--- src/rtl/vp9pd_pkg.sv ---
// Shared types and constants for the VP9 payload descriptor parser.
package vp9pd_pkg;

  localparam int unsigned MaxRefsDefault = 3;
  localparam logic [3:0]  LayerLimitReset = 4'd5;
  localparam logic [15:0] ShortIdWrap = 16'd128;
  localparam logic [15:0] LongIdWrap = 16'd32768;
  localparam logic [15:0] ShortIdMax = 16'd127;
  localparam logic [15:0] LongIdMax = 16'd32767;
  localparam logic [15:0] OffsetMax = 16'hFFFF;

  typedef enum logic [3:0] {
    PH_FLAGS   = 4'd0,
    PH_PID1    = 4'd1,
    PH_PID2    = 4'd2,
    PH_LAYER   = 4'd3,
    PH_TL0     = 4'd4,
    PH_REF     = 4'd5,
    PH_SS      = 4'd6,
    PH_RES     = 4'd7,
    PH_NG      = 4'd8,
    PH_GOF     = 4'd9,
    PH_GOFDIFF = 4'd10,
    PH_PAYLOAD = 4'd11,
    PH_SKIP    = 4'd12
  } phase_e;

  typedef enum logic [3:0] {
    KIND_FLAGS    = 4'd0,
    KIND_PICID    = 4'd1,
    KIND_LAYER    = 4'd2,
    KIND_TL0      = 4'd3,
    KIND_REF      = 4'd4,
    KIND_SS       = 4'd5,
    KIND_RES      = 4'd6,
    KIND_GOFCOUNT = 4'd7,
    KIND_GOFENTRY = 4'd8,
    KIND_GOFDIFF  = 4'd9,
    KIND_PAYLOAD  = 4'd10,
    KIND_STATUS   = 4'd11
  } kind_e;

  typedef enum logic [2:0] {
    ERR_OK          = 3'd0,
    ERR_TRUNCATED   = 3'd1,
    ERR_SPATIAL_IDX = 3'd2,
    ERR_MANY_REFS   = 3'd3,
    ERR_REF_NO_PID  = 3'd4,
    ERR_MANY_LAYERS = 3'd5,
    ERR_NO_PAYLOAD  = 3'd6
  } err_e;

  typedef enum logic [2:0] {
    ENTER_PID   = 3'd1,
    ENTER_LAYER = 3'd2,
    ENTER_REF   = 3'd4,
    ENTER_SS    = 3'd5
  } enter_e;

  typedef struct packed {
    kind_e       kind;
    logic [15:0] value;
    logic [15:0] aux_value;
    logic [7:0]  entry_index;
    logic [1:0]  sub_index;
    logic        flag_a;
    logic        flag_b;
    logic        packet_done;
    err_e        error_code;
    logic        first_in_frame;
  } rec_t;

endpackage

--- src/rtl/vp9pd_parse.sv ---
// Input register, descriptor parse state and per-beat record generation.
module vp9pd_parse #(
  parameter int unsigned MAX_REFS = vp9pd_pkg::MaxRefsDefault
) (
  input  logic             clk_i,
  input  logic             rst_ni,
  input  logic             cfg_we_i,
  input  logic [3:0]       cfg_wdata_i,
  input  logic             in_valid_i,
  output logic             in_ready_o,
  input  logic [7:0]       in_byte_i,
  input  logic             in_end_i,
  input  logic             out_full_i,
  output logic             push_o,
  output vp9pd_pkg::rec_t  rec_o
);
  import vp9pd_pkg::*;

  localparam logic [2:0] MaxRefsW = 3'(MAX_REFS);

  logic       v1_q;
  logic [7:0] b_q;
  logic       end_q;
  logic       adv;
  logic [3:0] limit_q;

  phase_e      phase_q, phase_d, phase_n;
  logic [7:0]  flag_bits_q, flag_bits_d, flag_bits_n;
  logic [14:0] pid_q, pid_d;
  logic        pid_pres_q, pid_pres_d;
  logic        long_pid_q, long_pid_d;
  logic        inter_q, inter_d, inter_n;
  logic [1:0]  ref_count_q, ref_count_d;
  logic [3:0]  layer_total_q, layer_total_d;
  logic [2:0]  layer_cnt_q, layer_cnt_d;
  logic [7:0]  gof_total_q, gof_total_d;
  logic [7:0]  gof_cnt_q, gof_cnt_d;
  logic [1:0]  gof_refs_q, gof_refs_d;
  logic [1:0]  gof_rcnt_q, gof_rcnt_d;
  logic [7:0]  partial_q, partial_d;
  logic [1:0]  bif_q, bif_d;
  logic [15:0] offset_q, offset_d;
  err_e        err_q, err_d, err_n;
  logic [15:0] held_w_q, held_w_d;
  logic        gof_pres_q, gof_pres_d;
  logic [15:0] pstart_q, pstart_d, pstart_n;

  logic [2:0]  spatial;
  logic [3:0]  ns;
  logic        layer_bad;
  logic        ss_bad;
  logic [6:0]  pd;
  logic [15:0] ref_val;
  err_e        end_err;

  function automatic phase_e enter_phase(input logic [2:0] stage, input logic [7:0] f,
                                         input logic pres);
    phase_e ph;
    if (stage <= ENTER_PID && f[7]) begin
      ph = PH_PID1;
    end else if (stage <= ENTER_LAYER && f[5]) begin
      ph = PH_LAYER;
    end else if (stage <= ENTER_REF && f[6] && f[4]) begin
      ph = pres ? PH_REF : PH_SKIP;
    end else if (stage <= ENTER_SS && f[1]) begin
      ph = PH_SS;
    end else begin
      ph = PH_PAYLOAD;
    end
    return ph;
  endfunction

  assign adv        = v1_q && !out_full_i;
  assign in_ready_o = !v1_q || adv;

  assign spatial   = b_q[3:1];
  assign ns        = {1'b0, b_q[7:5]} + 4'd1;
  assign layer_bad = {1'b0, spatial} >= limit_q;
  assign ss_bad    = b_q[4] && (ns > limit_q);
  assign pd        = b_q[7:1];
  assign ref_val   = {1'b0, pid_q} + ((16'(pd) > {1'b0, pid_q}) ?
                     (long_pid_q ? LongIdWrap : ShortIdWrap) : 16'd0) - 16'(pd);

  // next state
  always_comb begin
    logic       do_enter;
    logic [2:0] stage;
    logic [2:0] n3;
    logic [3:0] n4;
    logic [8:0] n9;
    logic       next_gof;
    do_enter    = 1'b0;
    stage       = ENTER_PID;
    n3          = 3'd0;
    n4          = 4'd0;
    n9          = 9'd0;
    next_gof    = 1'b0;
    phase_n     = phase_q;
    flag_bits_n = flag_bits_q;
    pid_d       = pid_q;
    pid_pres_d  = pid_pres_q;
    long_pid_d  = long_pid_q;
    inter_n     = inter_q;
    ref_count_d = ref_count_q;
    layer_total_d = layer_total_q;
    layer_cnt_d = layer_cnt_q;
    gof_total_d = gof_total_q;
    gof_cnt_d   = gof_cnt_q;
    gof_refs_d  = gof_refs_q;
    gof_rcnt_d  = gof_rcnt_q;
    partial_d   = partial_q;
    bif_d       = bif_q;
    err_n       = err_q;
    held_w_d    = held_w_q;
    gof_pres_d  = gof_pres_q;

    unique case (phase_q)
      PH_FLAGS: begin
        flag_bits_n = b_q;
        do_enter    = 1'b1;
        stage       = ENTER_PID;
      end
      PH_PID1: begin
        if (b_q[7]) begin
          partial_d  = {1'b0, b_q[6:0]};
          long_pid_d = 1'b1;
          phase_n    = PH_PID2;
        end else begin
          pid_d      = {7'd0, b_q};
          pid_pres_d = 1'b1;
          long_pid_d = 1'b0;
          do_enter   = 1'b1;
          stage      = ENTER_LAYER;
        end
      end
      PH_PID2: begin
        pid_d      = {partial_q[6:0], b_q};
        pid_pres_d = 1'b1;
        do_enter   = 1'b1;
        stage      = ENTER_LAYER;
      end
      PH_LAYER: begin
        if (layer_bad) begin
          err_n   = ERR_SPATIAL_IDX;
          phase_n = PH_SKIP;
        end else begin
          inter_n = b_q[0];
          if (flag_bits_q[4]) begin
            do_enter = 1'b1;
            stage    = ENTER_REF;
          end else begin
            phase_n = PH_TL0;
          end
        end
      end
      PH_TL0: begin
        do_enter = 1'b1;
        stage    = ENTER_REF;
      end
      PH_REF: begin
        n3 = {1'b0, ref_count_q} + 3'd1;
        if (b_q[0]) begin
          if (n3 >= MaxRefsW) begin
            err_n   = ERR_MANY_REFS;
            phase_n = PH_SKIP;
          end else begin
            ref_count_d = n3[1:0];
          end
        end else begin
          ref_count_d = n3[1:0];
          do_enter    = 1'b1;
          stage       = ENTER_SS;
        end
      end
      PH_SS: begin
        if (ss_bad) begin
          err_n   = ERR_MANY_LAYERS;
          phase_n = PH_SKIP;
        end else begin
          layer_total_d = ns;
          layer_cnt_d   = 3'd0;
          bif_d         = 2'd0;
          gof_total_d   = 8'd0;
          gof_cnt_d     = 8'd0;
          gof_pres_d    = b_q[3];
          if (b_q[4]) begin
            phase_n = PH_RES;
          end else if (b_q[3]) begin
            phase_n = PH_NG;
          end else begin
            phase_n = PH_PAYLOAD;
          end
        end
      end
      PH_RES: begin
        if (bif_q == 2'd0 || bif_q == 2'd2) begin
          partial_d = b_q;
          bif_d     = bif_q + 2'd1;
        end else if (bif_q == 2'd1) begin
          held_w_d = {partial_q, b_q};
          bif_d    = 2'd2;
        end else begin
          bif_d = 2'd0;
          n4    = {1'b0, layer_cnt_q} + 4'd1;
          if (n4 >= layer_total_q) begin
            phase_n = gof_pres_q ? PH_NG : PH_PAYLOAD;
          end else begin
            layer_cnt_d = n4[2:0];
          end
        end
      end
      PH_NG: begin
        gof_total_d = b_q;
        gof_cnt_d   = 8'd0;
        phase_n     = (b_q == 8'd0) ? PH_PAYLOAD : PH_GOF;
      end
      PH_GOF: begin
        gof_refs_d = b_q[3:2];
        gof_rcnt_d = 2'd0;
        if (b_q[3:2] != 2'd0) begin
          phase_n = PH_GOFDIFF;
        end else begin
          next_gof = 1'b1;
        end
      end
      PH_GOFDIFF: begin
        n3 = {1'b0, gof_rcnt_q} + 3'd1;
        if (n3 >= {1'b0, gof_refs_q}) begin
          next_gof = 1'b1;
        end else begin
          gof_rcnt_d = n3[1:0];
        end
      end
      PH_PAYLOAD: begin
      end
      PH_SKIP: begin
      end
      default: begin
      end
    endcase

    if (next_gof) begin
      n9 = {1'b0, gof_cnt_q} + 9'd1;
      if (n9 >= {1'b0, gof_total_q}) begin
        phase_n = PH_PAYLOAD;
      end else begin
        gof_cnt_d = n9[7:0];
        phase_n   = PH_GOF;
      end
    end

    if (do_enter) begin
      phase_n = enter_phase(stage, flag_bits_n, pid_pres_d);
      if (phase_n == PH_SKIP) begin
        err_n = ERR_REF_NO_PID;
      end
      if (phase_n == PH_REF) begin
        ref_count_d = 2'd0;
      end
    end

    pstart_n = pstart_q;
    if (phase_n == PH_PAYLOAD && phase_q != PH_PAYLOAD) begin
      pstart_n = (offset_q < OffsetMax) ? offset_q + 16'd1 : OffsetMax;
    end

    phase_d     = phase_n;
    flag_bits_d = flag_bits_n;
    inter_d     = inter_n;
    err_d       = err_n;
    pstart_d    = pstart_n;
    offset_d    = (offset_q < OffsetMax) ? offset_q + 16'd1 : OffsetMax;

    if (end_q) begin
      phase_d       = PH_FLAGS;
      flag_bits_d   = 8'd0;
      pid_d         = 15'd0;
      pid_pres_d    = 1'b0;
      long_pid_d    = 1'b0;
      inter_d       = 1'b0;
      ref_count_d   = 2'd0;
      layer_total_d = 4'd0;
      layer_cnt_d   = 3'd0;
      gof_total_d   = 8'd0;
      gof_cnt_d     = 8'd0;
      gof_refs_d    = 2'd0;
      gof_rcnt_d    = 2'd0;
      partial_d     = 8'd0;
      bif_d         = 2'd0;
      offset_d      = 16'd0;
      err_d         = ERR_OK;
      held_w_d      = 16'd0;
      gof_pres_d    = 1'b0;
      pstart_d      = 16'd0;
    end
  end

  always_comb begin
    end_err = err_n;
    if (err_n == ERR_OK) begin
      if (phase_n != PH_PAYLOAD) begin
        end_err = ERR_TRUNCATED;
      end else if (phase_q != PH_PAYLOAD) begin
        end_err = ERR_NO_PAYLOAD;
      end
    end
  end

  // record outputs
  always_comb begin
    logic vld;
    vld   = 1'b0;
    rec_o = '0;
    unique case (phase_q)
      PH_FLAGS: begin
        vld        = 1'b1;
        rec_o.kind = KIND_FLAGS;
        rec_o.value = {8'd0, b_q};
      end
      PH_PID1: begin
        vld             = !b_q[7];
        rec_o.kind      = KIND_PICID;
        rec_o.value     = {8'd0, b_q};
        rec_o.aux_value = ShortIdMax;
      end
      PH_PID2: begin
        vld             = 1'b1;
        rec_o.kind      = KIND_PICID;
        rec_o.value     = {1'b0, partial_q[6:0], b_q};
        rec_o.aux_value = LongIdMax;
      end
      PH_LAYER: begin
        vld             = !layer_bad;
        rec_o.kind      = KIND_LAYER;
        rec_o.value     = {13'd0, b_q[7:5]};
        rec_o.aux_value = {13'd0, spatial};
        rec_o.flag_a    = b_q[4];
        rec_o.flag_b    = b_q[0];
      end
      PH_TL0: begin
        vld         = 1'b1;
        rec_o.kind  = KIND_TL0;
        rec_o.value = {8'd0, b_q};
      end
      PH_REF: begin
        vld               = 1'b1;
        rec_o.kind        = KIND_REF;
        rec_o.value       = ref_val;
        rec_o.aux_value   = {9'd0, pd};
        rec_o.entry_index = {6'd0, ref_count_q};
      end
      PH_SS: begin
        vld          = !ss_bad;
        rec_o.kind   = KIND_SS;
        rec_o.value  = {12'd0, ns};
        rec_o.flag_a = b_q[4];
        rec_o.flag_b = b_q[3];
      end
      PH_RES: begin
        vld               = (bif_q == 2'd3);
        rec_o.kind        = KIND_RES;
        rec_o.value       = held_w_q;
        rec_o.aux_value   = {partial_q, b_q};
        rec_o.entry_index = {5'd0, layer_cnt_q};
      end
      PH_NG: begin
        vld         = 1'b1;
        rec_o.kind  = KIND_GOFCOUNT;
        rec_o.value = {8'd0, b_q};
      end
      PH_GOF: begin
        vld               = 1'b1;
        rec_o.kind        = KIND_GOFENTRY;
        rec_o.value       = {13'd0, b_q[7:5]};
        rec_o.aux_value   = {14'd0, b_q[3:2]};
        rec_o.entry_index = gof_cnt_q;
        rec_o.flag_a      = b_q[4];
      end
      PH_GOFDIFF: begin
        vld               = 1'b1;
        rec_o.kind        = KIND_GOFDIFF;
        rec_o.value       = {8'd0, b_q};
        rec_o.entry_index = gof_cnt_q;
        rec_o.sub_index   = gof_rcnt_q;
      end
      PH_PAYLOAD: begin
        vld             = 1'b1;
        rec_o.kind      = KIND_PAYLOAD;
        rec_o.value     = {8'd0, b_q};
        rec_o.aux_value = offset_q;
      end
      PH_SKIP: begin
        vld = 1'b0;
      end
      default: begin
        vld = 1'b0;
      end
    endcase

    if (end_q) begin
      vld                  = 1'b1;
      rec_o                = '0;
      rec_o.kind           = KIND_STATUS;
      rec_o.value          = {8'd0, b_q};
      rec_o.aux_value      = (end_err == ERR_OK) ? pstart_n : 16'd0;
      rec_o.packet_done    = 1'b1;
      rec_o.error_code     = end_err;
      rec_o.first_in_frame = (end_err == ERR_OK) && flag_bits_n[3] &&
                             (!flag_bits_n[5] || !inter_n);
    end
    push_o = adv && vld;
  end

  always_ff @(posedge clk_i or negedge rst_ni) begin
    if (!rst_ni) begin
      limit_q <= LayerLimitReset;
    end else if (cfg_we_i) begin
      limit_q <= cfg_wdata_i;
    end
  end

  always_ff @(posedge clk_i or negedge rst_ni) begin
    if (!rst_ni) begin
      v1_q <= 1'b0;
    end else if (in_ready_o) begin
      v1_q <= in_valid_i;
    end
  end

  always_ff @(posedge clk_i) begin
    if (in_ready_o && in_valid_i) begin
      b_q   <= in_byte_i;
      end_q <= in_end_i;
    end
  end

  always_ff @(posedge clk_i or negedge rst_ni) begin
    if (!rst_ni) begin
      phase_q       <= PH_FLAGS;
      flag_bits_q   <= 8'd0;
      pid_q         <= 15'd0;
      pid_pres_q    <= 1'b0;
      long_pid_q    <= 1'b0;
      inter_q       <= 1'b0;
      ref_count_q   <= 2'd0;
      layer_total_q <= 4'd0;
      layer_cnt_q   <= 3'd0;
      gof_total_q   <= 8'd0;
      gof_cnt_q     <= 8'd0;
      gof_refs_q    <= 2'd0;
      gof_rcnt_q    <= 2'd0;
      partial_q     <= 8'd0;
      bif_q         <= 2'd0;
      offset_q      <= 16'd0;
      err_q         <= ERR_OK;
      held_w_q      <= 16'd0;
      gof_pres_q    <= 1'b0;
      pstart_q      <= 16'd0;
    end else if (adv) begin
      phase_q       <= phase_d;
      flag_bits_q   <= flag_bits_d;
      pid_q         <= pid_d;
      pid_pres_q    <= pid_pres_d;
      long_pid_q    <= long_pid_d;
      inter_q       <= inter_d;
      ref_count_q   <= ref_count_d;
      layer_total_q <= layer_total_d;
      layer_cnt_q   <= layer_cnt_d;
      gof_total_q   <= gof_total_d;
      gof_cnt_q     <= gof_cnt_d;
      gof_refs_q    <= gof_refs_d;
      gof_rcnt_q    <= gof_rcnt_d;
      partial_q     <= partial_d;
      bif_q         <= bif_d;
      offset_q      <= offset_d;
      err_q         <= err_d;
      held_w_q      <= held_w_d;
      gof_pres_q    <= gof_pres_d;
      pstart_q      <= pstart_d;
    end
  end

`ifndef SYNTHESIS
  a_skip_has_err: assert property (@(posedge clk_i) disable iff (!rst_ni)
    phase_q == PH_SKIP |-> err_q != ERR_OK)
    else $error("skip phase without a latched error");
  a_done_clears: assert property (@(posedge clk_i) disable iff (!rst_ni)
    push_o && rec_o.packet_done |=> phase_q == PH_FLAGS && err_q == ERR_OK)
    else $error("state not cleared after packet end");
  a_err_no_fif: assert property (@(posedge clk_i) disable iff (!rst_ni)
    push_o && rec_o.error_code != ERR_OK |-> !rec_o.first_in_frame)
    else $error("first_in_frame set on failed packet");
  a_end_pushes: assert property (@(posedge clk_i) disable iff (!rst_ni)
    adv && end_q |-> push_o && rec_o.kind == KIND_STATUS)
    else $error("packet end beat gave no status record");
`endif

endmodule

--- src/rtl/vp9pd_out_fifo.sv ---
// Two-entry result buffer between the parser and the output stream.
module vp9pd_out_fifo (
  input  logic            clk_i,
  input  logic            rst_ni,
  input  logic            push_i,
  input  vp9pd_pkg::rec_t rec_i,
  output logic            full_o,
  output logic            valid_o,
  input  logic            ready_i,
  output vp9pd_pkg::rec_t rec_o
);
  import vp9pd_pkg::*;

  rec_t       mem_q [2];
  logic       wr_q;
  logic       rd_q;
  logic [1:0] cnt_q;
  logic       pop;

  assign valid_o = (cnt_q != 2'd0);
  assign full_o  = (cnt_q == 2'd2) && !ready_i;
  assign pop     = valid_o && ready_i;
  assign rec_o   = mem_q[rd_q];

  always_ff @(posedge clk_i) begin
    if (push_i) begin
      mem_q[wr_q] <= rec_i;
    end
  end

  always_ff @(posedge clk_i or negedge rst_ni) begin
    if (!rst_ni) begin
      wr_q  <= 1'b0;
      rd_q  <= 1'b0;
      cnt_q <= 2'd0;
    end else begin
      if (push_i) begin
        wr_q <= !wr_q;
      end
      if (pop) begin
        rd_q <= !rd_q;
      end
      cnt_q <= cnt_q + {1'b0, push_i} - {1'b0, pop};
    end
  end

`ifndef SYNTHESIS
  a_no_overflow: assert property (@(posedge clk_i) disable iff (!rst_ni)
    push_i |-> cnt_q != 2'd2 || pop)
    else $error("push into full result buffer");
  a_cnt_range: assert property (@(posedge clk_i) disable iff (!rst_ni)
    cnt_q != 2'd3)
    else $error("result buffer count out of range");
`endif

endmodule

--- src/rtl/vp9_payload_descriptor_parser.sv ---
// VP9 RTP payload descriptor parser, top level.
// One payload byte is taken per beat, and a new beat can be taken every cycle; each byte
// gives at most one tagged record: the byte is held in the input register, then the parse
// logic writes its record into the two-entry result buffer. The input side stalls
// only when that buffer is full and the output side is held off. The byte marked tlast
// ends the packet and gives a status record (tlast high on the output) with the error
// code, the payload start offset and the first-in-frame flag. spatial_layer_limit is
// written through cfg_we_i/cfg_wdata_i, resets to 5, and must only change while idle.
module vp9_payload_descriptor_parser #(
  parameter int unsigned MAX_REFS = vp9pd_pkg::MaxRefsDefault
) (
  input  logic        clk_i,
  input  logic        rst_ni,
  input  logic        cfg_we_i,
  input  logic [3:0]  cfg_wdata_i,
  input  logic        s_axis_tvalid_i,
  output logic        s_axis_tready_o,
  input  logic [7:0]  s_axis_tdata_i,   // [7:0] data_byte
  input  logic        s_axis_tlast_i,
  output logic        m_axis_tvalid_o,
  input  logic        m_axis_tready_i,
  // [15:0] value, [31:16] aux_value, [39:32] entry_index, [41:40] sub_index,
  // [42] flag_a, [43] flag_b, [46:44] error_code, [47] first_in_frame
  output logic [47:0] m_axis_tdata_o,
  output logic [3:0]  m_axis_tuser_o,   // [3:0] record_kind
  output logic        m_axis_tlast_o
);
  import vp9pd_pkg::*;

  logic push;
  logic full;
  rec_t rec_in;
  rec_t rec_out;

  vp9pd_parse #(
    .MAX_REFS(MAX_REFS)
  ) u_parse (
    .clk_i      (clk_i),
    .rst_ni     (rst_ni),
    .cfg_we_i   (cfg_we_i),
    .cfg_wdata_i(cfg_wdata_i),
    .in_valid_i (s_axis_tvalid_i),
    .in_ready_o (s_axis_tready_o),
    .in_byte_i  (s_axis_tdata_i),
    .in_end_i   (s_axis_tlast_i),
    .out_full_i (full),
    .push_o     (push),
    .rec_o      (rec_in)
  );

  vp9pd_out_fifo u_out_fifo (
    .clk_i  (clk_i),
    .rst_ni (rst_ni),
    .push_i (push),
    .rec_i  (rec_in),
    .full_o (full),
    .valid_o(m_axis_tvalid_o),
    .ready_i(m_axis_tready_i),
    .rec_o  (rec_out)
  );

  assign m_axis_tdata_o = {rec_out.first_in_frame, rec_out.error_code, rec_out.flag_b,
                           rec_out.flag_a, rec_out.sub_index, rec_out.entry_index,
                           rec_out.aux_value, rec_out.value};
  assign m_axis_tuser_o = rec_out.kind;
  assign m_axis_tlast_o = rec_out.packet_done;

endmodule
--- config.mk ---
export PLATFORM = sky130hd
export DESIGN_NAME = vp9_payload_descriptor_parser
export DESIGN_NICKNAME = d
export VERILOG_FILES = /design/src/rtl/vp9pd_pkg.sv /design/src/rtl/vp9pd_parse.sv /design/src/rtl/vp9pd_out_fifo.sv /design/src/rtl/vp9_payload_descriptor_parser.sv
export SDC_FILE = /design/constraint.sdc
export NUM_CORES = 1
export LEC_CHECK = 0
export BUFFER_PORTS_ARGS = -buffer_cell sky130_fd_sc_hd__buf_2
export CORE_MARGIN = 1
export CORE_UTILIZATION = 45
export DETAILED_ROUTE_END_ITERATION = 12
export PLACE_DENSITY = 0.59
export SETUP_SLACK_MARGIN = 0.2
export SYNTH_ARGS = -nofsm -noshare
export SYNTH_HDL_FRONTEND = slang
export SYNTH_HIERARCHICAL = 1
export SYNTH_SLANG_ARGS = --single-unit
--- constraint.sdc ---
create_clock -name clk_i -period 6.85 [get_ports clk_i]
set_clock_uncertainty 0.2 [all_clocks]
set_input_delay 0.3425 -clock clk_i [delete_from_list [all_inputs] [get_ports clk_i]]
set_output_delay 0.3425 -clock clk_i [all_outputs]
set_load 0.1 [all_outputs]
After elaboration in Yosys (flattened, before gate mapping)

Memory sizes are Yosys's and may differ from the RTL's.
Index checks and enable logic that the tools add are counted.

Add/subtract/negate cells: 11
Magnitude comparators: 12
Equality and inequality tests: 30
Mux-type cells: 125
Reduce and logical (&&, ||, !) cells: 58

Operator list:

| cell                                                            | number |
|---|---|
| 20-bit one-hot mux with 12 select lines                         | 1 |
| 16-bit 2-to-1 mux                                               | 11 |
| 16-bit one-hot mux with 7 select lines                          | 1 |
| 4-bit 2-to-1 mux                                                | 23 |
| 8-bit 2-to-1 mux                                                | 11 |
| 3-bit 2-to-1 mux                                                | 18 |
| 53-bit 2-to-1 mux                                               | 1 |
| 8-bit one-hot mux with 2 select lines                           | 3 |
| 2-bit 2-to-1 mux                                                | 20 |
| 15-bit 2-to-1 mux                                               | 2 |
| 15-bit one-hot mux with 2 select lines                          | 1 |
| 4-bit one-hot mux with 7 select lines                           | 1 |
| 4-bit == test, second input constant                            | 6 |
| 8-bit one-hot mux with 3 select lines                           | 1 |
| 1-bit 2-to-1 mux                                                | 21 |
| 4-bit by 3-bit == test with 1-bit output, second input constant | 5 |
| 15-bit by 16-bit adder with 16-bit output                       | 1 |
| 16-bit by 1-bit adder with 16-bit output, second input constant | 1 |
| 16-bit < comparator, second input constant                      | 1 |
| 16-bit by 7-bit subtractor with 16-bit output                   | 1 |
| 7-bit by 15-bit greater-than comparator with 1-bit output       | 1 |
| 3-bit by 2-bit != test with 1-bit output, second input constant | 5 |
| 3-bit one-hot mux with 5 select lines                           | 1 |
| 3-bit AND reduction                                             | 5 |
| 44 further kinds                                                | 94 |

Flip-flop bits (word level): 137
RAM bits: 106
Input bits: 18
Output and inout port bits: 55
Logic and storage cells: 264
Memories kept: 1

Memories:

| name             | depth | width | read ports | clocked after Yosys merged registers in | write ports | line                 | RTL |
|---|---|---|---|---|---|---|---|
| u_out_fifo.mem_q | 2     | 53    | 1          | 0                                       | 1           | vp9pd_out_fifo.sv:14 | `rec_t mem_q [2];` |

Depth between registers and ports, before layout

Word-level depth: 20
Mapped depth: 21
Depth with buffers taken out: 20

Cells and area by module

Netlist, hierarchy kept.

Modules (own cells, without submodules):

| module         | times used | cells each | area an instance (µm²) | seq. area each (µm²) |
|---|---|---|---|---|
| vp9pd_parse    | 1          | 1147       | 9614.2                 | 3375.7 |
| vp9pd_out_fifo | 1          | 182        | 4276.6                 | 3283.1 |

Least setup slack after synthesis

No wires, ideal clock.

Kind: register to register
From: register u_parse.b_q[7]
To: memory u_out_fifo/mem_q[0][0] (netlist name) (enable)
Data arrival time: 4.529 ns
Path slack: 1.651 ns
Stages on the path, launching flop included: 11
Clock period less this slack: 5.199 ns
Cells stage by stage: edfxtp_1 > clkbuf_1 > inv_1 > nor3_1 > ha_1 > a21oi_1 > a21oi_1 > nor2_1 > nor3_1 > nor2_1 > nor2b_1

Word-level cells in the longest chain between the ends: 9
Elaborated cells on any way between the ends: 10
Those cells by class: add/sub (1); order compare (1); mux (4); reduce/logical (4)

Ends and longest elaborated chain:

| item                                       | line                                | RTL |
|---|---|---|
| start: declaration                         | vp9pd_parse.sv:22                   | `logic [7:0] b_q;` |
| start signal: assignment                   | vp9pd_parse.sv:432                  | `b_q <= in_byte_i;` |
| 3-bit by 1-bit adder with 4-bit output     | vp9pd_parse.sv:77                   | `assign ns = {1'b0, b_q[7:5]} + 4'd1;` |
| 4-bit greater-than comparator              | vp9pd_parse.sv:79                   | `assign ss_bad = b_q[4] && (ns > limit_q);` |
| 1-bit logical AND                          | vp9pd_parse.sv:79                   |  |
| 1-bit zero test                            | vp9pd_parse.sv:353                  | `vld = !ss_bad;` |
| 1-bit one-hot mux with 5 select lines (*)  | vp9pd_parse.sv:314                  | `unique case (phase_q)` |
| 1-bit 2-to-1 mux (*)                       | vp9pd_parse.sv:400                  | `if (end_q) begin` |
| 1-bit logical AND (*)                      | vp9pd_parse.sv:411                  | `push_o = adv && vld;` |
| net push                                   | vp9_payload_descriptor_parser.sv:30 | `logic push;` |
| 1-bit 2-to-1 mux (*)                       | vp9pd_out_fifo.sv:26                | `if (push_i) begin` |
| 1-bit 2-to-1 mux (implied by the code) (*) | vp9pd_out_fifo.sv:27                | `mem_q[wr_q] <= rec_i;` |
| end: declaration                           | vp9pd_out_fifo.sv:14                |  |

The timed path passes the listed nets; every way through them passes the cells marked *.

==> results_dict.tcl <==
set metrics [dict create \
    critPathMaxFanout 14 \
    synth_warnings 6 \
    synth.top_cell.area_share_pct 24.86 \
    grt_use_total_pct 25.46 \
    postCtsHoldBufs 24 \
    hold_ws_ns 0.1632 \
    dr.pass1.iters 7 \
    synth_cell_types 85 \
    slew_headroom_pct 20.70 \
    p_switching_uw 3684 \
    clockPowerShare_pct 19.3 \
    reg2reg_slack_ns 2.01 \
    clock_path_buffers 3 \
    yosysMostFrequentCell "nand2_1" \
    min_period_ns 4.838 \
    die_w_um 177.7 \
    cp-start-kind "flop" \
    seq_power_share_pct 29.8 \
    ant_nets 0 \
    fin_crit_sh_pct 70.62 \
    dp_hpwl_um 27730 \
    synthArstFlopShare_pct 52.67 \
    synthFlopType "dfrtp_1" \
    cts_tree "built" \
    drt_iter0_drc 886 \
    synth_edf_count 115 \
    rows 63 \
    wl_um 39620 \
    gp_congestion 0.9257 \
    met1Wirelength_um 18150 \
    drive_gt1_share_pct 14.96 \
    r2r-end "u_out_fifo/mem_q[0][48]" \
    post-place-ws_ns 2.186 \
    hold_class "in2async" \
    fmax_mhz 206.7 \
    synth_top_cell_by_area "edfxtp_1" \
    routed-wl-met3_um 3270 \
    syn_inst 1329 \
    wire_per_inst_um 21.93 \
    crit_start "u_parse/b_q[7]" \
    rsz0062_at_grt "false" \
    io_buffers 72 \
    start_util_pct 46.25 \
    worstSetupPathType "reg2reg" \
    dieHeight_um 177.7 \
    p_int_uw 3969 \
    ys_seq_elements 243 \
    cp.arrival_ns 4.92 \
    antenna-diode-count 0 \
    synth_common_cells "nand2_1, dfrtp_1, edfxtp_1" \
    status "complete, no violations" \
    antenna_found_initial 1 \
    syn_area_mm2 0.01389 \
    reg2reg_from "u_parse/b_q[7]" \
    syn_to_final_growth_pct 12.46 \
    cts.sinks 243 \
    crit_buf_inv 2 \
    grt_max_degree 69 \
    irDropWorstVdd_mv 0.2624 \
    power_leakage_uw 0.006629 \
    vias 10650 \
    maxCapViolCount 0 \
    core_area_mm2 0.03003 \
    cp-end-kind "flop" \
    die_area_mm2 0.03158 \
    vias_per_cell 5.893 \
    worst_slew_pin_slew_ns 1.185 \
    slowest_delay_ns 0.78 \
    synth_nets 1418 \
    fin_tns_setup_ns 0 \
    p_comb_share_pct 50.8 \
    r2r_cells 16 \
    clkTransAtPathRegs_ns 0.06 \
    cts_setup_buffers 0 \
    p_per_area_mw_per_mm2 489.9 \
    numCtsBuffers 27 \
    ys_seq_area_share_pct 47.94 \
    worstPathCellList "inv_1, ha_1, nand3_1, o21bai_1, a21oi_1, nand2b_1, ha_1, inv_1, ha_1, o41ai_1, o41ai_1, o41ai_1, o21bai_1, a21oi_1, xnor2_1, a32o_1" \
    synth.area.top_cells "edfxtp_1, dfrtp_1, ha_1" \
    cts-root-buf "clkbuf_16" \
    slew_violations 0 \
    grt_pass1_wl_um 60610 \
    io_pins 73 \
    grt_overflow_total 0 \
    swShare_pct 48.14 \
    crit_slowest_cell "edfxtp_1" \
    htreeDepth 1 \
    syn_avg_cell_area_um2 10.45 \
    hold_viol_final 0 \
    worst_slack_ns 2.012 \
    report.final.setup_viol 0 \
    final_nets 1486 \
    path_delay_family "compound AO/OA/AOI/OAI gates" \
    grt_pass1_vias 10140 \
    route.met2.wl_um 17060 \
    highest_layer "met4" \
    critPathRequiredTime_ns 6.94 \
    drcViolationCount 0 \
    cts_resized 0 \
    clk-insertion-delay-late_ns 0.54 \
]
## state kept, by name (all words and copies together), names as in the netlist, 4 cells and up
signal                 count
u_out_fifo/mem_q         106
u_parse/gof_cnt_q          8
u_parse/pid_q             15
u_parse/limit_q            4
u_parse/partial_q          8
u_parse/offset_q          16
u_parse/b_q                8
u_parse/layer_total_q      4
u_parse/flag_bits_q        6
u_parse/held_w_q          16
u_parse/gof_total_q        8
u_parse/phase_q            4
u_parse/pstart_q          16
## logic make-up after synthesis
family	Yosys count	share of synthesized area [%]
AOI/OAI and AO/OA	374	17.67
and+or+nand+nor	371	12.83
DFF	243	47.94
buffers and inverters	155	5.278
muxes	79	7.512
adders and majority gates	71	6.503
xor gates and xnor gates	36	2.270
## layout make-up
class / instances / area (um2)
Fill cell: 2744 / 14410
Sequential cell: 243 / 6663
Multi-Input combinational cell: 931 / 6520
Timing Repair Buffer: 117 / 764.5
Clock buffer: 31 / 700.7
Tap cell: 390 / 488.0
Inverter: 77 / 289.0
Clock inverter: 18 / 196.4
## how the worst max path moves through the flow
stage / end / slack (ns) / cells after the start
5_1_grt: u_out_fifo/mem_q[0][48] / 1.74 / 16
6_report: u_out_fifo/mem_q[0][48] / 2.01 / 16
4_1_cts: u_out_fifo/mem_q[0][48] / 2.14 / 16
3_5_place_dp: u_out_fifo/mem_q[0][48] / 2.19 / 16
3_3_place_gp: u_out_fifo/mem_q[0][48] / 2.32 / 16
2_1_floorplan: u_out_fifo/mem_q[0][0] / 1.65 / 10
## stage by stage
| stage | total power [uW] | instances | utilization [%] | area, um2 |
|---|---|---|---|---|
| floorplan | 5397 | 1329 | - | 13890 |
| global placement | 6147 | 1734 | 48.23 | 14480 |
| detailed placement | 6157 | 1734 | 48.23 | 14480 |
| CTS | 7671 | 1807 | 52.01 | 15620 |
| global route | 8042 | 1807 | 52.01 | 15620 |
| finish | 7653 | 1807 | 52.01 | 15620 |
## power groups by stage
stage          Clock [uW]  Sequential [uW]  Combinational, uW
2_1_floorplan           0             2100               3290
3_3_place_gp            0             2300               3840
3_5_place_dp            0             2310               3840
4_1_cts              1510             2290               3870
5_1_grt              1570             2320               4150
6_report             1480             2280               3890
## cell usage in the layout (no fill, tap or decap), types with 13 or more instances in the layout
cell type,instances
nor2_1,68
a22o_1,21
o21ai_0,92
nand2b_1,14
ha_1,69
mux2i_1,24
xnor2_1,18
xor2_1,18
dfrtp_1,125
mux2_4,49
clkbuf_16,27
and3_1,21
o2bb2ai_1,13
nand2_1,167
edfxtp_1,115
buf_4,21
inv_1,77
buf_2,71
o21a_1,13
nand3_1,25
a221oi_1,17
dlygate4sd3_1,24
o31ai_1,15
o21ai_1,17
a21oi_1,88
## layer usage
layer  GRT usage, %  up-vias
met1          36.22     5182
met5              0        -
met2          38.15      409
met3          6.448       77
met4          7.407        0
li1               -     4980
No activity file was read; power rests on OpenSTA's default activity.
